`src/hw/rtl/transformed_box_bounds_core_macros.svh`:
```
// assertion macros for the transformed box bounds core
// used by the top level; expects i_clk and i_rst_n in scope
`ifndef TRANSFORMED_BOX_BOUNDS_CORE_MACROS_SVH
`define TRANSFORMED_BOX_BOUNDS_CORE_MACROS_SVH

// condition holds in the same cycle as the trigger
`define TBB_ASSERT_NOW(lbl, trig, cond) \
    lbl: assert property (@(posedge i_clk) disable iff (!i_rst_n) (trig) |-> (cond)) \
        else $error("tbb assertion failed");

// condition holds in the cycle after the trigger
`define TBB_ASSERT_NEXT(lbl, trig, cond) \
    lbl: assert property (@(posedge i_clk) disable iff (!i_rst_n) (trig) |=> (cond)) \
        else $error("tbb assertion failed");

`endif

```
`src/hw/rtl/tbb_pkg.sv`:
```
// shared types and constants for the transformed box bounds core
// no dependencies
package tbb_pkg;

    localparam int COORD_WIDTH_DEF = 32;
    localparam int FRAC_BITS_DEF   = 16;
    localparam int COEF_W          = 32;
    localparam int ORG_W           = 32;
    localparam int EXT_W           = 31;
    localparam int OUT_W           = 32;
    localparam int SPAN_W          = 31;
    localparam int QDEPTH          = 2;

    typedef enum logic {
        OP_LOAD = 1'b0,
        OP_BOX  = 1'b1
    } t_op;

    typedef enum logic [3:0] {
        S_IDLE,
        S_CORNER,
        S_MUL,
        S_ACC,
        S_ROW,
        S_WCHK,
        S_RCP,
        S_RCPF,
        S_SMUL,
        S_SACC,
        S_BOUND,
        S_DONE
    } t_state;

    // one queued command
    typedef struct packed {
        t_op                        op;
        logic [3:0]                 idx;
        logic signed [COEF_W-1:0]   coef;
        logic signed [ORG_W-1:0]    org_x;
        logic signed [ORG_W-1:0]    org_y;
        logic signed [ORG_W-1:0]    org_z;
        logic [EXT_W-1:0]           ext_x;
        logic [EXT_W-1:0]           ext_y;
        logic [EXT_W-1:0]           ext_z;
    } t_cmd;

    // queue status toward the back end
    typedef struct packed {
        logic head_valid;
        logic full;
    } t_q_stat;

    // back end status
    typedef struct packed {
        logic busy;
        logic done;
    } t_back_stat;

endpackage

```
`src/hw/rtl/tbb_front.sv`:
```
// front end: accepts input transactions, classifies them, queues commands
// depends on tbb_pkg
module tbb_front (
    input  logic                            i_clk,
    input  logic                            i_rst_n,
    input  logic                            i_in_valid,
    output logic                            o_in_ready,
    input  logic                            i_opcode,
    input  logic [3:0]                      i_coef_index,
    input  logic signed [tbb_pkg::COEF_W-1:0] i_coef_value,
    input  logic signed [tbb_pkg::ORG_W-1:0]  i_origin_x,
    input  logic signed [tbb_pkg::ORG_W-1:0]  i_origin_y,
    input  logic signed [tbb_pkg::ORG_W-1:0]  i_origin_z,
    input  logic [tbb_pkg::EXT_W-1:0]       i_extent_x,
    input  logic [tbb_pkg::EXT_W-1:0]       i_extent_y,
    input  logic [tbb_pkg::EXT_W-1:0]       i_extent_z,
    input  logic                            i_pop,
    output tbb_pkg::t_cmd                   o_head,
    output tbb_pkg::t_q_stat                o_stat
);

    tbb_pkg::t_cmd r_mem [tbb_pkg::QDEPTH];
    logic          r_wptr, r_rptr;
    logic [1:0]    r_cnt;
    tbb_pkg::t_cmd w_cmd;
    logic          w_push;

    // classify: a load keeps only index and value, a box keeps its geometry
    always_comb begin
        w_cmd = '0;
        if (i_opcode == tbb_pkg::OP_BOX) begin
            w_cmd.op    = tbb_pkg::OP_BOX;
            w_cmd.org_x = i_origin_x;
            w_cmd.org_y = i_origin_y;
            w_cmd.org_z = i_origin_z;
            w_cmd.ext_x = i_extent_x;
            w_cmd.ext_y = i_extent_y;
            w_cmd.ext_z = i_extent_z;
        end else begin
            w_cmd.op   = tbb_pkg::OP_LOAD;
            w_cmd.idx  = i_coef_index;
            w_cmd.coef = i_coef_value;
        end
    end

    assign o_in_ready       = (r_cnt != 2'(tbb_pkg::QDEPTH));
    assign w_push           = i_in_valid && o_in_ready;
    assign o_head           = r_mem[r_rptr];
    assign o_stat.head_valid = (r_cnt != 2'd0);
    assign o_stat.full      = !o_in_ready;

    // queue storage
    always_ff @(posedge i_clk) begin
        if (w_push) begin
            r_mem[r_wptr] <= w_cmd;
        end
    end

    // queue pointers
    always_ff @(posedge i_clk) begin
        if (!i_rst_n) begin
            r_wptr <= 1'b0;
            r_rptr <= 1'b0;
            r_cnt  <= 2'd0;
        end else begin
            if (w_push) begin
                r_wptr <= !r_wptr;
            end
            if (i_pop) begin
                r_rptr <= !r_rptr;
            end
            r_cnt <= r_cnt + 2'(w_push) - 2'(i_pop);
        end
    end

endmodule

```
`config.mk`:
```
export PLATFORM = sky130hd
export DESIGN_NAME = tbb_front
export DESIGN_NICKNAME = d
export VERILOG_FILES = /design/src/hw/rtl/transformed_box_bounds_core_macros.svh /design/src/hw/rtl/tbb_pkg.sv /design/src/hw/rtl/tbb_front.sv
export SDC_FILE = /design/constraint.sdc
export NUM_CORES = 1
export LEC_CHECK = 0
export BUFFER_PORTS_ARGS = -buffer_cell sky130_fd_sc_hd__buf_2
export CAP_MARGIN = 20
export CORE_UTILIZATION = 48
export DETAILED_ROUTE_END_ITERATION = 16
export HOLD_SLACK_MARGIN = 0.02
export MAX_ROUTING_LAYER = met4
export PLACE_DENSITY = 0.83
export SLEW_MARGIN = 30
export SYNTH_ARGS = -nofsm -noshare
export SYNTH_HDL_FRONTEND = slang
export SYNTH_SLANG_ARGS = --single-unit
```
`constraint.sdc`:
```
create_clock -name i_clk -period 11.5 [get_ports i_clk]
set_input_delay 0.575 -clock i_clk [delete_from_list [all_inputs] [get_ports i_clk]]
set_output_delay 0.575 -clock i_clk [all_outputs]
set_load 0.01 [all_outputs]
```
==> implementation parameters <==
Parameter                              Value

Power and ir drop
  Leak    slightly below 0.009 uW
  Power Dens Cells    192 mW/mm^2
  IR Drop Worst-Case VDD    0.254 mV

Critical path
  Worst-case reg-to-reg path depth    4
  End of the worst register-to-register path    r_mem[1][170]$_DFFE_PP_
  Reg2reg start    r_cnt[0]$_SDFF_PN0_
  Highest fanout seen on the critical path    58
  WS Path Type    register to output port
  Register-to-register setup slack    8.48 ns
  Nature of the critical path endpoint    output port
  CP Capture Point    o_head[79]
  Startpoint type of the worst setup path    register
  Critical Path AT    3.52 ns
  Data required time at the worst endpoint    around 11 ns

Routing
  Routed via count    between 9000 and 10000
  WL per Instance    18.8 um
  Number of optimization iterations in the first detailed-route pass    5
  Post-route ant nets    0
  Count of unresolved DRC violations after routing    0
  Routed via count divided by cell count    4.96
  Iteration-0 DRC Markers    429
  Detailed Route WL    37500 um

Die
  Total die area    0.0396 sq mm
  Ports placed on the boundary    459
  Chip Width    199 um
  Starting utilization of the core area    49.1%
  Standard-cell rows    71
  Die span in y    199 um
  Placeable core area    0.0379 sq mm

Cells and area
  Post-route cell area    between 0.02 and 0.025 sq mm
  Storage element area    between 0.01 and 0.015 sq mm
  Final-layout fill cell count    2743
  Highest-count cells in the layout ignoring fill and taps    sky130_fd_sc_hd__buf_2, sky130_fd_sc_hd__edfxtp_1, sky130_fd_sc_hd__and2_1, sky130_fd_sc_hd__mux2_4, sky130_fd_sc_hd__mux2_2
  Area used by multi-input combinational logic    around 0.0046 sq mm
  Area delta synth->final    21.9%
  Proportion of layout cells with a drive suffix above 1    a little over 50%
  Most common cell after layout, fill and taps aside    sky130_fd_sc_hd__buf_2
  Layout net count    between 1500 and 2000

Synthesis
  Distinct cell type count after synthesis    20
  Mean post-synth cell area    19.1 sq um
  Count of synthesis-stage warnings from yosys    0
  Net count after synthesis    1208
  Post-Synthesis Cells    976
  Register area share after synthesis    73.4%
  Cell area after synthesis    roughly 0.019 sq mm
  Flip-flop and latch count after synthesis    457

GRT
  Total congestion overflow    0
  Vias in the first global route    10129
  Maximum number of pins on one net before global-route repair    ~160
  Antenna violations before repair    6
  GRT Overall Usage    18.8%
  Wire length of the first global-routing pass    54600 um

CTS
  CTS HTree Levels    2
  Sinks on Clock Net    457
  Number of buffers on the longest clock path    3
  Clock tree from TritonCTS    built
  Insertion delay of the later-clocked pin in the worst-skew pair    0.55 ns
  Clock-pin slew on the worst setup and hold paths    0.06 ns
  Number of buffers inserted during clock tree synthesis    45
  Count of hold buffers inserted by post-cts repair    0
  Clock root buffer    sky130_fd_sc_hd__clkbuf_16
  Cells resized by post-CTS repair    0
  Setup Buffers After CTS    0

Place
  Final weighted congestion of routability-driven global placement    0.814
  Total cell area at the placement stage    0.0213 sq mm
  Number of input and output port buffers inserted    458
  DP Wirelength    24700 um

STA
  Worst Clk Skew    0.0104 ns
  Final slew viol count    0
  Slew at the pin closest to its max-slew limit    0.957 ns
  Final critical-path share of the clock period    35.6%
  Time the worst path needs with I/O delays and setup    4.09 ns
  Post-route setup TNS    0 ns
  Slew headroom    about 36%
  Final Hold Violating Endpoints    0
  Hold WS    0.322 ns
  Setup-violating endpoint count in the final report    0
  Timing-limited maximum frequency    244 MHz
  Setup repair after global routing missed its margin    no

Hold path
  HP Class    input pin to register

Run status
  Status    finished, final reports clean

Run
  Max Cap Viol    0
[cell type report]
| cell class | instances | share of cell area (%) |
|---|---|---|
| Multi-Input combinational cell | 468 | 20.3 |
| Clock buffer | 55 | 5.13 |
| Clock inverter | 19 | 0.711 |
| Timing Repair Buffer | 468 | 10.6 |
| Tap cell | 511 | 2.82 |
| Antenna cell | 9 | 0.0992 |
| Inverter | 2 | 0.0331 |
| Sequential cell | 457 | 60.2 |
[critical path: stages, from the launching register on]
cell and delay, ns:
sky130_fd_sc_hd__dfxtp_4 0.77, sky130_fd_sc_hd__buf_4 0.79, sky130_fd_sc_hd__buf_6 0.64, sky130_fd_sc_hd__mux2_2 0.41
sky130_fd_sc_hd__buf_2 0.14
[power breakdown]
part | total, uW | switching [uW] | internal, uW
Clock | 1340 | 566 | 779
Combinational | 803 | 430 | 372
Sequential | 2200 | 70.2 | 2130
[sequential cells by signal, summed over array words and instances (netlist names), named ones only]
name    flops
r_wptr      1
r_cnt       2
r_mem     452
r_rptr      1
[cells in the mapped netlist, drive strengths merged]
cell,count,area [sq um]
and2,193,1210
and3,1,6.26
buf,31,262
clkbuf,18,81.3
dfxtp,5,100
edfxtp,452,13600
ha,2,25.0
inv,2,7.51
mux2,226,3070
mux2i,1,10.0
nand2,2,7.51
nand2b,2,12.5
nor2,1,3.75
nor2b,36,225
or2,1,6.26
xnor2,2,17.5
xor2,1,8.76
[stage by stage]
step | instances | power, uW | utilization [%] | worst slack, ns
after floorplan | 976 | 2810 | - | 0.647
after global placement | 1905 | 3010 | 56.2 | 7.77
after detailed placement | 1906 | 3050 | 56.3 | 7.72
after CTS | 1980 | 4400 | 59.8 | 7.11
after global routing | 1986 | 4520 | 59.8 | 7.23
final | 1989 | 4350 | 59.8 | 7.41
[worst min-delay path by stage]
stage,start,endpoint,depth (start not counted)
floorplan,r_wptr$_SDFFE_PN0P_,r_wptr$_SDFFE_PN0P_,2
global placement,r_wptr$_SDFFE_PN0P_,r_wptr$_SDFFE_PN0P_,2
detailed placement,r_wptr$_SDFFE_PN0P_,r_wptr$_SDFFE_PN0P_,2
CTS,i_rst_n,register,2
global route,i_rst_n,register,2
finish,i_rst_n,register,2
[per-layer routing]
| layer | up-vias | part of all wire [%] | GRT usage [%] | wire length [um] |
|---|---|---|---|---|
| met5 | - | 0 | - | 0 |
| li1 | 4572 | - | - | - |
| met1 | 4842 | 39 | 22.1 | 14800 |
| met4 | 0 | 2.9 | 8.21 | 1100 |
| met2 | 387 | 51 | 30.9 | 19000 |
| met3 | 69 | 7.0 | 4.63 | 2640 |
[cells by family (layout without fill, tap and decap cells)]
kind of cell             after synthesis  count (layout)  share of synthesized area, %
flip-flops                           457             457                          73.4
AND/OR/NAND/NOR                      236             236                          7.89
multiplexers                         227             227                          16.5
buffers and inverters                 51             544                          1.88
XOR/XNOR                               3               3                         0.141
adder cells (fa/ha/maj)                2               2                         0.134
other                                  0               9                             0
Power figures use the tool's default switching activity.
